==> config.mk <==
export PLATFORM = sky130hd
export DESIGN_NAME = month_calendar_grid_generator
export DESIGN_NICKNAME = d
export VERILOG_FILES = /design/src/hdl/mcg_pkg.sv /design/src/hdl/mcg_front.sv /design/src/hdl/mcg_queue.sv /design/src/hdl/mcg_back.sv /design/src/hdl/month_calendar_grid_generator.sv
export SDC_FILE = /design/constraint.sdc
export NUM_CORES = 1
export LEC_CHECK = 0
export ABC_AREA = 1
export ABC_CLOCK_PERIOD_IN_PS = 5910
export BUFFER_PORTS_ARGS = -buffer_cell sky130_fd_sc_hd__buf_2
export CAP_MARGIN = 20
export CORE_MARGIN = 2
export CORE_UTILIZATION = 30
export CTS_BUF_LIST = sky130_fd_sc_hd__clkbuf_4 sky130_fd_sc_hd__clkbuf_8
export DETAILED_ROUTE_END_ITERATION = 16
export PLACE_DENSITY = 0.54
export SLEW_MARGIN = 5
export SYNTH_ARGS = -nofsm -noshare
export SYNTH_HDL_FRONTEND = slang
export SYNTH_HIERARCHICAL = 1
export SYNTH_SLANG_ARGS = --single-unit
==> constraint.sdc <==
create_clock -name i_clk -period 5.91 [get_ports i_clk]
set_input_delay 0.591 -clock i_clk [delete_from_list [all_inputs] [get_ports i_clk]]
set_output_delay 0.591 -clock i_clk [all_outputs]
set_load 0.05 [all_outputs]
==> src/hdl/mcg_pkg.sv <==
// package: item types, constants and tables of the month calendar grid generator
package mcg_pkg;

    localparam int unsigned START_DAY       = 1;
    localparam int unsigned FEB_LEN_COMMON  = 28;
    localparam int unsigned LAST_YEAR       = 9999;
    localparam int unsigned WEEK_DAYS       = 7;
    localparam int unsigned RECIP_100       = 5243;
    localparam int unsigned RECIP_100_SHIFT = 19;
    localparam int unsigned RECIP_7         = 18725;
    localparam int unsigned RECIP_7_SHIFT   = 17;
    localparam int unsigned QUEUE_DEPTH     = 2;

    typedef struct packed {
        logic [13:0] year;
        logic [3:0]  month;
    } t_in_item;

    typedef struct packed {
        logic [4:0] day;
        logic [2:0] week_row;
        logic [2:0] weekday_col;
        logic       last_day;
    } t_out_item;

    typedef struct packed {
        logic [2:0] first_col;
        logic [4:0] len;
    } t_job;

    typedef enum logic [2:0] {
        FS_IDLE,
        FS_DIV,
        FS_SUM,
        FS_MOD,
        FS_PUSH
    } t_front_state;

    function automatic logic [4:0] month_len(input logic [3:0] m);
        logic [4:0] d;
        case (m)
            4'd1:    d = 5'd31;
            4'd2:    d = 5'(FEB_LEN_COMMON);
            4'd3:    d = 5'd31;
            4'd4:    d = 5'd30;
            4'd5:    d = 5'd31;
            4'd6:    d = 5'd30;
            4'd7:    d = 5'd31;
            4'd8:    d = 5'd31;
            4'd9:    d = 5'd30;
            4'd10:   d = 5'd31;
            4'd11:   d = 5'd30;
            4'd12:   d = 5'd31;
            default: d = 5'd0;
        endcase
        return d;
    endfunction

    // (13 * m + 8) / 5 for shifted months 3..14
    function automatic logic [5:0] month_term(input logic [3:0] m);
        logic [5:0] t;
        case (m)
            4'd3:    t = 6'd9;
            4'd4:    t = 6'd12;
            4'd5:    t = 6'd14;
            4'd6:    t = 6'd17;
            4'd7:    t = 6'd19;
            4'd8:    t = 6'd22;
            4'd9:    t = 6'd25;
            4'd10:   t = 6'd27;
            4'd11:   t = 6'd30;
            4'd12:   t = 6'd32;
            4'd13:   t = 6'd35;
            4'd14:   t = 6'd38;
            default: t = 6'd0;
        endcase
        return t;
    endfunction

endpackage

==> src/hdl/mcg_front.sv <==
// front end: checks an item, finds weekday of the 1st and month length
module mcg_front (
    input  logic              i_clk,
    input  logic              i_rst_n,
    input  logic              i_valid,
    input  mcg_pkg::t_in_item i_item,
    output logic              o_stall,
    output logic              o_push,
    output mcg_pkg::t_job     o_job,
    input  logic              i_full
);

    localparam int unsigned RS = mcg_pkg::RECIP_100_SHIFT;
    localparam int unsigned SS = mcg_pkg::RECIP_7_SHIFT;

    mcg_pkg::t_front_state r_state, n_state;

    logic [13:0] r_y;
    logic [13:0] r_yy;
    logic [3:0]  r_mm;
    logic        r_feb;
    logic [4:0]  r_base_len;
    logic [6:0]  r_yq;
    logic [6:0]  r_q100;
    logic [13:0] r_sum;
    logic [4:0]  r_len;
    logic [10:0] r_q7;

    logic        w_in_ok;
    logic [26:0] w_prod_yy;
    logic [26:0] w_prod_y;
    logic [13:0] w_rem100;
    logic        w_leap;
    logic [13:0] w_sum;
    logic [28:0] w_prod7;
    logic [13:0] w_col;

    assign w_in_ok = (i_item.month >= 4'd1) && (i_item.month <= 4'd12) &&
                     (i_item.year >= 14'd1) && (i_item.year <= 14'(mcg_pkg::LAST_YEAR));

    assign w_prod_yy = 27'(r_yy) * 27'(mcg_pkg::RECIP_100);
    assign w_prod_y  = 27'(r_y) * 27'(mcg_pkg::RECIP_100);

    // year mod 100 from the quotient, leap rule on the real year
    assign w_rem100 = r_y - (14'(r_q100) * 14'd100);
    assign w_leap   = ((r_y[1:0] == 2'b00) && (w_rem100 != 14'd0)) ||
                      ((w_rem100 == 14'd0) && (r_q100[1:0] == 2'b00));

    assign w_sum = r_yy + {2'b00, r_yy[13:2]} - {7'd0, r_yq} + {9'd0, r_yq[6:2]}
                 + {8'd0, mcg_pkg::month_term(r_mm)} + 14'(mcg_pkg::START_DAY);

    assign w_prod7 = 29'(r_sum) * 29'(mcg_pkg::RECIP_7);
    assign w_col   = r_sum - ({r_q7, 3'b000} - {3'b000, r_q7});

    assign o_job.first_col = w_col[2:0];
    assign o_job.len       = r_len;

    always_ff @(posedge i_clk) begin
        if (!i_rst_n) begin
            r_state <= mcg_pkg::FS_IDLE;
        end else begin
            r_state <= n_state;
        end
    end

    always_comb begin
        n_state = r_state;
        o_stall = 1'b1;
        o_push  = 1'b0;
        case (r_state)
            mcg_pkg::FS_IDLE: begin
                o_stall = 1'b0;
                if (i_valid && w_in_ok) begin
                    n_state = mcg_pkg::FS_DIV;
                end
            end
            mcg_pkg::FS_DIV: begin
                n_state = mcg_pkg::FS_SUM;
            end
            mcg_pkg::FS_SUM: begin
                n_state = mcg_pkg::FS_MOD;
            end
            mcg_pkg::FS_MOD: begin
                n_state = mcg_pkg::FS_PUSH;
            end
            mcg_pkg::FS_PUSH: begin
                if (!i_full) begin
                    o_push  = 1'b1;
                    n_state = mcg_pkg::FS_IDLE;
                end
            end
            default: begin
                n_state = mcg_pkg::FS_IDLE;
            end
        endcase
    end

    always_ff @(posedge i_clk) begin
        case (r_state)
            mcg_pkg::FS_IDLE: begin
                r_y        <= i_item.year;
                r_feb      <= (i_item.month == 4'd2);
                r_base_len <= mcg_pkg::month_len(i_item.month);
                if (i_item.month < 4'd3) begin
                    r_yy <= 14'(i_item.year - 14'd1);
                    r_mm <= 4'(i_item.month + 4'd12);
                end else begin
                    r_yy <= i_item.year;
                    r_mm <= i_item.month;
                end
            end
            mcg_pkg::FS_DIV: begin
                r_yq   <= w_prod_yy[RS+6:RS];
                r_q100 <= w_prod_y[RS+6:RS];
            end
            mcg_pkg::FS_SUM: begin
                r_sum <= w_sum;
                r_len <= (r_feb && w_leap) ? 5'(mcg_pkg::FEB_LEN_COMMON + 1) : r_base_len;
            end
            mcg_pkg::FS_MOD: begin
                r_q7 <= w_prod7[SS+10:SS];
            end
            default: begin
            end
        endcase
    end

endmodule

==> src/hdl/mcg_queue.sv <==
// short queue of month jobs between front and back
module mcg_queue #(
    parameter int unsigned DEPTH = mcg_pkg::QUEUE_DEPTH
) (
    input  logic          i_clk,
    input  logic          i_rst_n,
    input  logic          i_push,
    input  mcg_pkg::t_job i_job,
    output logic          o_full,
    input  logic          i_pop,
    output mcg_pkg::t_job o_job,
    output logic          o_nonempty
);

    localparam int unsigned PW = (DEPTH > 1) ? $clog2(DEPTH) : 1;
    localparam int unsigned CW = $clog2(DEPTH + 1);

    mcg_pkg::t_job r_mem [DEPTH];
    logic [PW-1:0] r_wr, r_rd;
    logic [CW-1:0] r_count;

    logic w_do_push, w_do_pop;

    assign o_full     = (r_count == CW'(DEPTH));
    assign o_nonempty = (r_count != '0);
    assign o_job      = r_mem[r_rd];
    assign w_do_push  = i_push && !o_full;
    assign w_do_pop   = i_pop && o_nonempty;

    always_ff @(posedge i_clk) begin
        if (w_do_push) begin
            r_mem[r_wr] <= i_job;
        end
    end

    always_ff @(posedge i_clk) begin
        if (!i_rst_n) begin
            r_wr    <= '0;
            r_rd    <= '0;
            r_count <= '0;
        end else begin
            if (w_do_push) begin
                r_wr <= (r_wr == PW'(DEPTH - 1)) ? '0 : PW'(r_wr + 1'b1);
            end
            if (w_do_pop) begin
                r_rd <= (r_rd == PW'(DEPTH - 1)) ? '0 : PW'(r_rd + 1'b1);
            end
            if (w_do_push && !w_do_pop) begin
                r_count <= CW'(r_count + 1'b1);
            end else if (w_do_pop && !w_do_push) begin
                r_count <= CW'(r_count - 1'b1);
            end
        end
    end

endmodule

==> src/hdl/mcg_back.sv <==
// back end: walks the days of a month job and emits one item per day
module mcg_back (
    input  logic               i_clk,
    input  logic               i_rst_n,
    input  logic               i_nonempty,
    input  mcg_pkg::t_job      i_job,
    output logic               o_pop,
    output logic               o_valid,
    output mcg_pkg::t_out_item o_item,
    input  logic               i_stall
);

    logic       r_active;
    logic [4:0] r_day;
    logic [2:0] r_row;
    logic [2:0] r_col;
    logic [4:0] r_len;
    logic       r_out_valid;
    mcg_pkg::t_out_item r_out;

    logic w_adv;
    logic w_last;

    assign o_pop   = !r_active && i_nonempty;
    assign w_adv   = r_active && (!r_out_valid || !i_stall);
    assign w_last  = (r_day == r_len);
    assign o_valid = r_out_valid;
    assign o_item  = r_out;

    always_ff @(posedge i_clk) begin
        if (!i_rst_n) begin
            r_active    <= 1'b0;
            r_out_valid <= 1'b0;
        end else begin
            if (o_pop) begin
                r_active <= 1'b1;
            end else if (w_adv && w_last) begin
                r_active <= 1'b0;
            end
            if (w_adv) begin
                r_out_valid <= 1'b1;
            end else if (!i_stall) begin
                r_out_valid <= 1'b0;
            end
        end
    end

    always_ff @(posedge i_clk) begin
        if (o_pop) begin
            r_day <= 5'(mcg_pkg::START_DAY);
            r_row <= 3'd0;
            r_col <= i_job.first_col;
            r_len <= i_job.len;
        end else if (w_adv) begin
            r_day <= 5'(r_day + 5'd1);
            if (r_col == 3'(mcg_pkg::WEEK_DAYS - 1)) begin
                r_col <= 3'd0;
                r_row <= 3'(r_row + 3'd1);
            end else begin
                r_col <= 3'(r_col + 3'd1);
            end
        end
        if (w_adv) begin
            r_out.day         <= r_day;
            r_out.week_row    <= r_row;
            r_out.weekday_col <= r_col;
            r_out.last_day    <= w_last;
        end
    end

endmodule

==> src/hdl/month_calendar_grid_generator.sv <==
// Month calendar grid generator: takes a Gregorian year and month and emits one
// item per day with its day number, grid row, weekday column (0 is Sunday) and a
// flag on the last day. An item with a year outside 1..9999 or a month outside
// 1..12 is taken and produces nothing. The front end takes a new item only when
// idle: its divide, sum and modulo states do the weekday and month length work
// through reciprocal multipliers, then it pushes into the job queue, waiting while
// the queue is full. The back end loads a job, then emits one day per cycle while
// the output is not stalled, so the day walker sets the sustained rate. The front
// end works on the next month while the back end is still emitting days.
module month_calendar_grid_generator #(
    parameter int unsigned QUEUE_DEPTH = mcg_pkg::QUEUE_DEPTH
) (
    input  logic               i_clk,
    input  logic               i_rst_n,
    input  logic               i_valid,
    input  mcg_pkg::t_in_item  i_item,
    output logic               o_stall,
    output logic               o_valid,
    output mcg_pkg::t_out_item o_item,
    input  logic               i_stall
);

    logic          w_push, w_full, w_pop, w_nonempty;
    mcg_pkg::t_job w_push_job, w_pop_job;

    mcg_front u_front (
        .i_clk   (i_clk),
        .i_rst_n (i_rst_n),
        .i_valid (i_valid),
        .i_item  (i_item),
        .o_stall (o_stall),
        .o_push  (w_push),
        .o_job   (w_push_job),
        .i_full  (w_full)
    );

    mcg_queue #(
        .DEPTH (QUEUE_DEPTH)
    ) u_queue (
        .i_clk      (i_clk),
        .i_rst_n    (i_rst_n),
        .i_push     (w_push),
        .i_job      (w_push_job),
        .o_full     (w_full),
        .i_pop      (w_pop),
        .o_job      (w_pop_job),
        .o_nonempty (w_nonempty)
    );

    mcg_back u_back (
        .i_clk      (i_clk),
        .i_rst_n    (i_rst_n),
        .i_nonempty (w_nonempty),
        .i_job      (w_pop_job),
        .o_pop      (w_pop),
        .o_valid    (o_valid),
        .o_item     (o_item),
        .i_stall    (i_stall)
    );

`ifndef SYNTHESIS
    a_stream_continues: assert property (@(posedge i_clk) disable iff (!i_rst_n)
        (o_valid && !i_stall && !o_item.last_day) |=> o_valid)
        else $error("day stream broken before last day");

    a_day_increments: assert property (@(posedge i_clk) disable iff (!i_rst_n)
        (o_valid && !i_stall && !o_item.last_day) |=>
        (o_item.day == 5'($past(o_item.day) + 5'd1)))
        else $error("day number did not advance by one");

    a_grid_range: assert property (@(posedge i_clk) disable iff (!i_rst_n)
        o_valid |-> ((o_item.weekday_col <= 3'd6) && (o_item.week_row <= 3'd5)))
        else $error("grid position out of range");

    a_first_day: assert property (@(posedge i_clk) disable iff (!i_rst_n)
        (o_valid && !i_stall && o_item.last_day) |=>
        (!o_valid || ((o_item.day == 5'd1) && (o_item.week_row == 3'd0))))
        else $error("new month does not start at day one on row zero");
`endif

endmodule

==> reports/metrics.cfg, run 1 <==
[die]
die_area_sq_um = 58210
die-height_um = 241.3
core.rowCount = 86
start_util = 0.3048
die_width_um = 241.3
coreArea_sq_um = 55420
io_pins = 36

[drt]
wl_per_cell_um = 14.07
via_count = 11704
wl_met2_um = 17010
drt-met1-wl_um = 17670
drt_iter0_markers = 639
vias_per_cell = 4.423
routed_wl_um = 37230
highest_layer = met5
final_antenna_net_count = 0
dr_wl_met3_um = 1837
drcViolationCount = 0
firstDrtPassIters = 5

[sta]
clock_skew_ns = 0.02677
final_max_slew_viol_count = 0
rsz0062_at_grt = no
max_slew_margin = 0.4552
fmaxAchievable_mhz = 206.5
period_share = 0.8192
finalHoldViolCount = 0
finalSetupViolations = 0
worstMarginPinSlew_ns = 0.8086
tns_ns = 0
period_minus_slack_ns = 4.842

[logic_synthesis]
synthFlopType = edfxtp_1
ys_warn_count = 6
async_reset_ff_frac = 0
netlist_instances = 1829
synth_enable_flop_cells = 106
synthesis.nets = 2357
ys_seq_area_frac = 0.2169
ys_seq_elements = 130
ys_types = 56
syn_area_sq_um = 16890
avgSynthCellArea_sq_um = 9.234

[setup_path]
crit_chain = fa_1, ha_1, fa_1, fa_1, inv_1, fa_1, inv_1, ha_1, a21oi_1, a21boi_0, nor2_1, nor4_1, nand2_1, nand2_1, nand2_1
crit_path_frequent_cell = fa_1
arrival_ns = 5.11
setup.worst_path.end_class = flop
crit_required_ns = 6.17
max_stage_delay_ns = 0.60
crit_type = reg2reg
slowest_stage = edfxtp_1
cp_max_fo = 8
r2r_cells = 15
critPathLaunchType = flop

[global_routing]
antenna_found_initial = 8
grt_pass1_vias = 12121
grt_max_degree = 42
grt.total_usage = 0.1372
grt_pass1_wl_um = 61700
overflow = 0

[cts]
clkTransAtPathRegs_ns = 0.09
cts-root-buf = clkbuf_8
cts_setup_buffers = 0
numCtsBuffers = 17
ctsResizeCount = 0
ctsHoldBuffers = 0
cts.sinks = 130
clock_latency_ns = 0.51
clockBufferDepth = 2
htree_num_levels = 4
cts_tree = yes

[placed_design]
port_buffers = 35
dp_hpwl_um = 32530
numPlacedInstances = 2611
gp_congestion = 0.8896

[layout]
drive_gt1_frac = 0.06069
final_common_cell = inv_1
layout.nets = 2410
area_growth_pct = 8.742
final_cells = 2646
layout_common_cells = 484 x inv_1, 333 x ha_1, 232 x nand2_1
fillCellCount = 5658

[hold_path]
hold_depth = 1
hold_class = in2reg

[status]
status = complete, no violations

[job]
maxCapViolations = 0

cells by family (layout without fill, tap and decap cells):
group,count (synthesis),count (layout),share of synthesized area
DFF,130,130,0.2169
AOI/OAI and AO/OA,178,178,0.06164
muxes,9,9,0.006668
and+or+nand+nor,450,450,0.1185
adders and majority gates,506,506,0.4518
other,0,3,0
buffers and inverters,492,558,0.1102
xor gates and xnor gates,64,64,0.03430
cell usage after synthesis, types with 23 or more instances:
master    number  area share
inv_1        484        0.11
edfxtp_1     106        0.19
ha_1         333        0.25
o21ai_0       51       0.015
fa_1         173        0.21
nor2_1        94       0.021
xnor2_1       23       0.012
nand2_1      232       0.052
nand3_1       56       0.017
dfxtp_1       24       0.028
a21oi_1       78       0.023
xor2_1        40       0.021
path summary, 6_finish.rpt:
| check | from | slack (ns) | end |
|---|---|---|---|
| max reg2reg | u_front/r_y[12] | 1.07 | u_front/r_q100[2] |
| min reg2reg | u_front/r_len[0] | 0.45 | u_queue/r_mem[0][0] |
| min | i_item[14] | 0.30 | u_front/r_y[10] |
| max | u_front/r_y[12] | 1.07 | u_front/r_q100[2] |
registers in the layout, indices dropped and copies added, names as in the netlist, 2 cells and up, named ones only:
signal and flops:
u_front/r_len 3, u_front/r_base_len 3, u_back/o_item 12, u_front/r_y 14
u_front/r_q100 7, u_front/r_yy 14, u_back/r_col 3, u_queue/r_count 2
u_back/r_len 5, u_front/r_sum 14, u_queue/r_mem 16, u_front/r_yq 7
u_back/r_day 5, u_front/r_state 3, u_back/r_row 3, u_front/r_q7 3
u_front/r_mm 4
worst max-delay path: cells and delay by family, from the launching register on:
kind / cells / cell delay (ns)
fa+ha+maj: 6 / 2.70
buf+inv: 2 / 0.10
simple gates: 5 / 0.70
compound gates: 2 / 0.51
flops: 1 / 0.60
through the flow:
stage | setup slack (ns) | cell area [sq um] | hold slack (ns) | utilization
floorplan | 1.496 | 16890 | 0.4215 | -
global placement | 1.066 | 18000 | 0.4238 | 0.3248
detailed placement | 1.028 | 18000 | 0.4324 | 0.3248
CTS | 1.020 | 18360 | 0.2459 | 0.3313
global route | 0.6964 | 18360 | 0.2650 | 0.3314
finish | 1.068 | 18370 | 0.3030 | 0.3314
metal layers:
metal | global-route usage | up-vias
li1 | - | 5907
met1 | 0.1833 | 5585
met4 | 0.04153 | 10
met2 | 0.2186 | 159
met3 | 0.03453 | 43
met5 | 0 | -
final cells by class:
class	instances	area, sq um	share of cell area
Clock inverter	12	95.09	0.005178
Tap cell	748	935.9	0.05096
Multi-Input combinational cell	1207	11370	0.6191
Inverter	489	1841	0.1002
Sequential cell	130	3664	0.1995
Antenna cell	3	7.507	0.0004088
Clock buffer	20	262.8	0.01431
Timing Repair Buffer	37	190.2	0.01036
Power of run 1 is left out: the tool's default activity adds up to more than one toggle a clock period on the data nets, which glitch-free logic cannot reach.
==> inputs of run 2 (changes only) <==
ABC_AREA = 0   (was 1)
ABC_CLOCK_PERIOD_IN_PS = 4260   (was 5910)
PLACE_DENSITY = 0.56   (was 0.54)
clock period = 4.26 ns   (was 5.91 ns; I/O delays follow)
==> run 2 against run 1 <==
Against the previous run:
- the flow now finishes with violations (negative setup slack)
- final area grew 6.3%
- die area down 6.9%
- maximum frequency fell by 0.91%
- synthesized cell count decreased by 20%
- hold slack worse by 0.10 ns
- largest cell class unchanged
==> reports/metrics.cfg, run 2 <==
[logic_synthesis]
ys_seq_area_frac = 0.2333  ; +0.01633
ys_seq_elements = 130  ; unchanged
synth-adder-area-share = 0.4858  ; +0.03401
synth_top_family_by_area = adder cells
synth_enable_flop_cells = 106  ; unchanged
netlist_instances = 1470  ; -20%
synth-simple-area-share = 0.06301  ; -0.05552
synthXorXnorAreaFrac = 0.03880  ; +0.004494
avgSynthCellArea_sq_um = 10.68  ; +16%
ys_warn_count = 6  ; unchanged
synth_top_area_share = 0.2653  ; +0.01857
synthFlopType = edfxtp_1
async_reset_ff_frac = 0  ; unchanged
yosys.area.top_type = ha_1
muxShareOfSynthArea = 0.01434  ; +0.007672
synth_area_leaders = ha_1 27%, fa_1 22%, edfxtp_1 20%
syn_area_sq_um = 15710  ; -7.0%
ys_types = 70  ; +25%
synth.most_common_cell = inv_1
synth_compound_area_frac = 0.06771  ; +0.006074
synthesis.nets = 1998  ; -15%
synth_common_cells = 397 x inv_1, 333 x ha_1, 173 x fa_1

[sta]
final_max_slew_viol_count = 0  ; unchanged
worstMarginPinSlew_ns = 0.7772  ; -0.03144 ns
max_slew_margin = 0.4796  ; +0.02439
period_minus_slack_ns = 4.886  ; +0.04445 ns
rsz0062_at_grt = yes
period_share = 1.147  ; +0.3277
fmaxAchievable_mhz = 204.7  ; -0.91%
finalHoldViolCount = 0  ; unchanged
finalSetupViolations = 17  ; +17
finalWorstSetupSlack_ns = -0.6262  ; -1.694 ns
clock_skew_ns = 0.01827  ; -0.008500 ns

[setup_path]
crit_type = reg2reg
crit_required_ns = 4.47  ; -1.70 ns
arrival_ns = 5.09  ; -0.02 ns
critPathLaunchType = flop
max_stage_delay_ns = 0.56  ; -0.04 ns
crit_chain = buf_6, fa_2, ha_4, inv_2, fa_1, inv_1, fa_1, inv_2, fa_1, inv_1, ha_2, a21o_1, a21o_1, a221o_1, a21oi_2, o21ai_2, and4_1, or3_1
cp_max_fo = 3  ; -5
crit_path_frequent_cell = fa_1
setup.worst_path.end_class = flop
critPathBufInv = 5  ; +3
critPathTopFamily = adder cells
slowest_stage = fa_2

[job]
maxCapViolations = 0  ; unchanged

[global_routing]
grt_pass1_wl_um = 57080  ; -7.5%
antenna_found_initial = 1  ; -7
grt_max_degree = 36  ; -14%
overflow = 0  ; unchanged
grt_pass1_vias = 11492  ; -5.2%
grt.total_usage = 0.1327  ; -0.004565

[layout]
largest_register_ffs = 16  ; unchanged
top_register = u_queue/r_mem
fillCellCount = 5132  ; -9.3%
area_growth_pct = 24.30
register_area_sq_um = 3664  ; unchanged
drive_gt1_frac = 0.2570  ; +0.1964
layout.nets = 2254  ; -6.5%
fin_util = 0.3790  ; +0.04762
multi_input_area_sq_um = 11280  ; -0.80%
final_common_cell = inv_1
layout_common_cells = 357 x inv_1, 284 x ha_1, 183 x buf_4

[die]
die_area_sq_um = 54200  ; -6.9%
start_util = 0.3049  ; about the same
die-height_um = 232.8  ; -3.5%
die_width_um = 232.8  ; -3.5%
coreArea_sq_um = 51510  ; -7.0%
io_pins = 36  ; unchanged
core.rowCount = 83  ; -3.5%

[cts]
clock_latency_ns = 0.46  ; -0.05 ns
clockBufferDepth = 2  ; unchanged
cts.sinks = 130  ; unchanged
cts_tree = yes
htree_num_levels = 4  ; unchanged
numCtsBuffers = 17  ; unchanged
clkTransAtPathRegs_ns = 0.09  ; about the same
cts-root-buf = clkbuf_8

[placed_design]
port_buffers = 35  ; unchanged
gp_congestion = 0.8775  ; -1.4%
dp_hpwl_um = 29150  ; -10%

[hold_path]
hold_class = in2reg

[drt]
final_antenna_net_count = 0  ; unchanged
via_count = 10606  ; -9.4%
routed_wl_um = 34330  ; -7.8%
drt_iter0_markers = 363  ; -43%
drcViolationCount = 0  ; unchanged
vias_per_cell = 4.383  ; -0.92%
wl_per_cell_um = 14.19  ; +0.84%
firstDrtPassIters = 6  ; +1

[status]
status = finished, violations left
violations = negative setup slack

## run 2: cell types whose count changed after synthesis, moves of 19 or more
cell and delta:
nor2_1 -58, inv_1 -87, a21oi_1 -35, xnor2_1 +19, nand2_1 -198, nand3_1 -35
## run 2: cell families (layout without fill, tap and decap cells)
family | Yosys count | count (layout)
AO/OA/AOI/OAI | 159 | 159
XOR/XNOR | 68 | 68
adder cells (fa/ha/maj) | 506 | 506
buffers and inverters | 402 | 671
flip-flops | 130 | 130
multiplexers | 20 | 20
other | 0 | 1
AND/OR/NAND/NOR | 185 | 185
## run 2: layout make-up
class                   instances  share of cell area
inverters                     397             0.07658
repair buffers                242             0.09318
flip-flops and latches        130              0.1876
clock buffers                  17             0.01198
well taps                     680             0.04358
multi-input cells             938              0.5777
clock inverters                15            0.009228
diodes                          1           0.0001282
## run 2: metrics by stage
step | instances | hold WS [ns] | instance area (sq um) | setup TNS [ns] | worst slack [ns]
global route | 2420 | 0.1583 | 19520 | -9.825 | -0.8067
CTS | 2398 | 0.1599 | 19050 | -6.951 | -0.6239
global placement | 2339 | 0.4440 | 18020 | -8.351 | -0.7030
finish | 2420 | 0.2007 | 19520 | -6.705 | -0.6262
detailed placement | 2339 | 0.4450 | 18020 | -9.177 | -0.7617
floorplan | 1470 | 0.4215 | 15820 | -2.688 | -0.5254
## run 2: worst paths after layout
check | start | cells after the start | slack, ns | end
max reg2reg | u_front/r_y[10] | 18 | -0.63 | u_front/r_q100[6]
min | i_item[9] | 1 | 0.20 | u_front/r_y[5]
min reg2reg | u_back/r_row[1] | 0 | 0.47 | u_back/o_item[5]
max | u_front/r_y[10] | 18 | -0.63 | u_front/r_q100[6]
## run 2: metal layers
| layer | share of wire | vias up | GRT usage | wire (um) |
|---|---|---|---|---|
| li1 | - | 5344 | - | - |
| met1 | 0.46 | 5091 | 0.1707 | 15950 |
| met2 | 0.49 | 126 | 0.2311 | 16670 |
| met3 | 0.027 | 45 | 0.02034 | 913 |
| met4 | 0.023 | 0 | 0.03483 | 795 |
| met5 | 0 | - | 0 | 0 |
## run 2: timing repair
item	4_1_cts	5_1_grt
endpoints found under the setup margin	18	26
setup buffers	28	24
pin swaps	88	56
resized for setup	83	84
hold buffers	0	0
Power of run 2 is left out for the same reason.
==> inputs of run 3 (changes only) <==
ABC_AREA = 1   (was 0)
ABC_CLOCK_PERIOD_IN_PS = 5900   (was 4260)
PLACE_DENSITY = 0.54   (was 0.56)
RECOVER_POWER = 100   (was not set)
clock period = 5.9 ns   (was 4.26 ns; I/O delays follow)
==> run 3 against run 2 <==
Against the previous run:
- the run ends with max-capacitance violations, max-slew violations left
- register-to-register slack better by 1.6 ns
- final area is 6.7% lower
- critical path depth is 13 lower
- setup slack better by 1.6 ns
- first-iteration DRC count is 86% higher
- core utilization is 5.0 points lower
- global-route usage is 0.61 points higher
- sequential cell count stayed put
- routed wire length is 9.3% higher
- critical path type is now reg2out
- highest routed layer is now met5
==> reports/metrics.cfg, run 3 (synthesis results as in run 1) <==
[status]
status = finished, violations left
violations = max-capacitance violations, max-slew violations

[die]
start_util = 0.3048  ; about the same
core.rowCount = 86  ; +3.6%
die-height_um = 241.3  ; +3.6%
io_pins = 36  ; unchanged
die_area_sq_um = 58210  ; +7.4%
die_width_um = 241.3  ; +3.6%
coreArea_sq_um = 55420  ; +7.6%

[setup_path]
slowest_stage = nor2_1
setup.worst_path.end_class = primary output
crit_required_ns = 5.31  ; +0.84 ns
critPathLaunchType = flop
crit_chain = nor2_1, clkinv_1, nor2_1, inv_4, clkbuf_1
critPathBufInv = 3  ; -2
max_stage_delay_ns = 2.59  ; +2.03 ns
crit_type = reg2out
critPathTopFamily = simple AND/OR/NAND/NOR gates
cp_max_fo = 41  ; +38
arrival_ns = 4.32  ; -0.77 ns
crit_path_frequent_cell = nor2_1

[layout]
layout_common_cells = 485 x inv_1, 333 x ha_1, 235 x nand2_1
fin_util = 0.3288  ; -0.05027
drive_gt1_frac = 0.03272  ; -0.2243
final_common_cell = inv_1
fillCellCount = 5748  ; +12%
top_register = u_queue/r_mem
area_growth_pct = 7.875
largest_register_ffs = 16  ; unchanged
layout.nets = 2410  ; +6.9%

[cts]
clkTransAtPathRegs_ns = 0.08  ; about the same
cts.sinks = 130  ; unchanged
ctsHoldBuffers = 0  ; unchanged
numCtsBuffers = 17  ; unchanged
cts_tree = yes
clockBufferDepth = 2  ; unchanged
cts-root-buf = clkbuf_8
clock_latency_ns = 0.53  ; +0.07 ns
cts_setup_buffers = 0  ; -100%
ctsResizeCount = 0  ; -100%
htree_num_levels = 4  ; unchanged

[sta]
clock_skew_ns = 0.03138  ; +0.01312 ns
max_slew_margin = -1.383  ; -1.863
worstMarginPinSlew_ns = 3.562  ; +2.785 ns
fmaxAchievable_mhz = 203.7
period_minus_slack_ns = 4.909
tns_ns = 0  ; +6.705 ns
period_share = 0.8320
hold_slack_ns = 0.3291  ; +0.1285 ns
rsz0062_at_grt = no
finalSetupViolations = 0  ; -17
finalHoldViolCount = 0  ; unchanged
final_max_slew_viol_count = 42  ; +42

[hold_path]
hold_class = in2reg

[global_routing]
overflow = 0  ; unchanged
antenna_found_initial = 4  ; +3
grt_pass1_vias = 12225  ; +6.4%
grt_max_degree = 42  ; +17%
grt.total_usage = 0.1387  ; +0.006056
grt_pass1_wl_um = 62490  ; +9.5%

[placed_design]
port_buffers = 35  ; unchanged
gp_congestion = 0.8898  ; +1.4%
dp_hpwl_um = 32690  ; +12%

[drt]
drt_iter0_markers = 674  ; +86%
final_antenna_net_count = 0  ; unchanged
firstDrtPassIters = 5  ; -1
wl_per_cell_um = 14.19  ; about the same
routed_wl_um = 37530  ; +9.3%
drcViolationCount = 0  ; unchanged
vias_per_cell = 4.465  ; +1.9%
via_count = 11805  ; +11%

[job]
maxCapViolations = 1  ; +1

==> run 3: worst reg2reg max path, stage by stage (launching register included) <==
cell	delay [ns]
edfxtp_1	0.56
fa_1	0.54
ha_1	0.34
fa_1	0.48
fa_1	0.55
inv_1	0.05
fa_1	0.52
inv_1	0.04
ha_1	0.32
a21oi_1	0.23
a21boi_0	0.31
nor2_1	0.07
nor4_1	0.43
nand2_1	0.10
nand2_1	0.08
nand2_1	0.05
==> run 3: area by class of cell <==
type | count | area, sq um | share of cell area
Sequential cell | 130 | 3664 | 0.2011
Antenna cell | 1 | 2.502 | 0.0001374
Multi-Input combinational cell | 1207 | 11230 | 0.6166
Clock buffer | 19 | 261.5 | 0.01435
Tap cell | 748 | 935.9 | 0.05137
Clock inverter | 13 | 136.4 | 0.007486
Timing Repair Buffer | 37 | 143.9 | 0.007898
Inverter | 489 | 1841 | 0.1010
==> run 3: metrics by stage <==
| step | setup slack (ns) | area, sq um | std cells |
|---|---|---|---|
| 4_1_cts | 0.9940 | 18400 | 2643 |
| 3_3_place_gp | 1.056 | 18000 | 2611 |
| 6_report | 0.9910 | 18220 | 2644 |
| 3_5_place_dp | 1.007 | 18000 | 2611 |
| 5_1_grt | 0.4479 | 18220 | 2643 |
| 2_1_floorplan | 1.486 | 16890 | 1829 |
==> run 3: worst paths after layout <==
kind | startpoint | end | slack, ns | cells past startpoint
hold / removal | i_item[14] | u_front/r_y[10] | 0.33 | 1
setup reg to reg | u_front/r_y[10] | u_front/r_q100[2] | 1.00 | 15
setup / recovery | u_front/r_state[2] | o_stall | 0.99 | 5
hold reg to reg | u_front/r_len[1] | u_queue/r_mem[1][1] | 0.46 | 0
==> run 3: routing by layer <==
| metal | global-route usage | vias to the layer above | wire length, um |
|---|---|---|---|
| met5 | 0 | - | 52 |
| met4 | 0.03853 | 8 | 573 |
| met3 | 0.02849 | 36 | 1628 |
| met2 | 0.2235 | 187 | 17160 |
| met1 | 0.1885 | 5666 | 18110 |
| li1 | - | 5908 | - |
Power of run 3 is left out for the same reason.
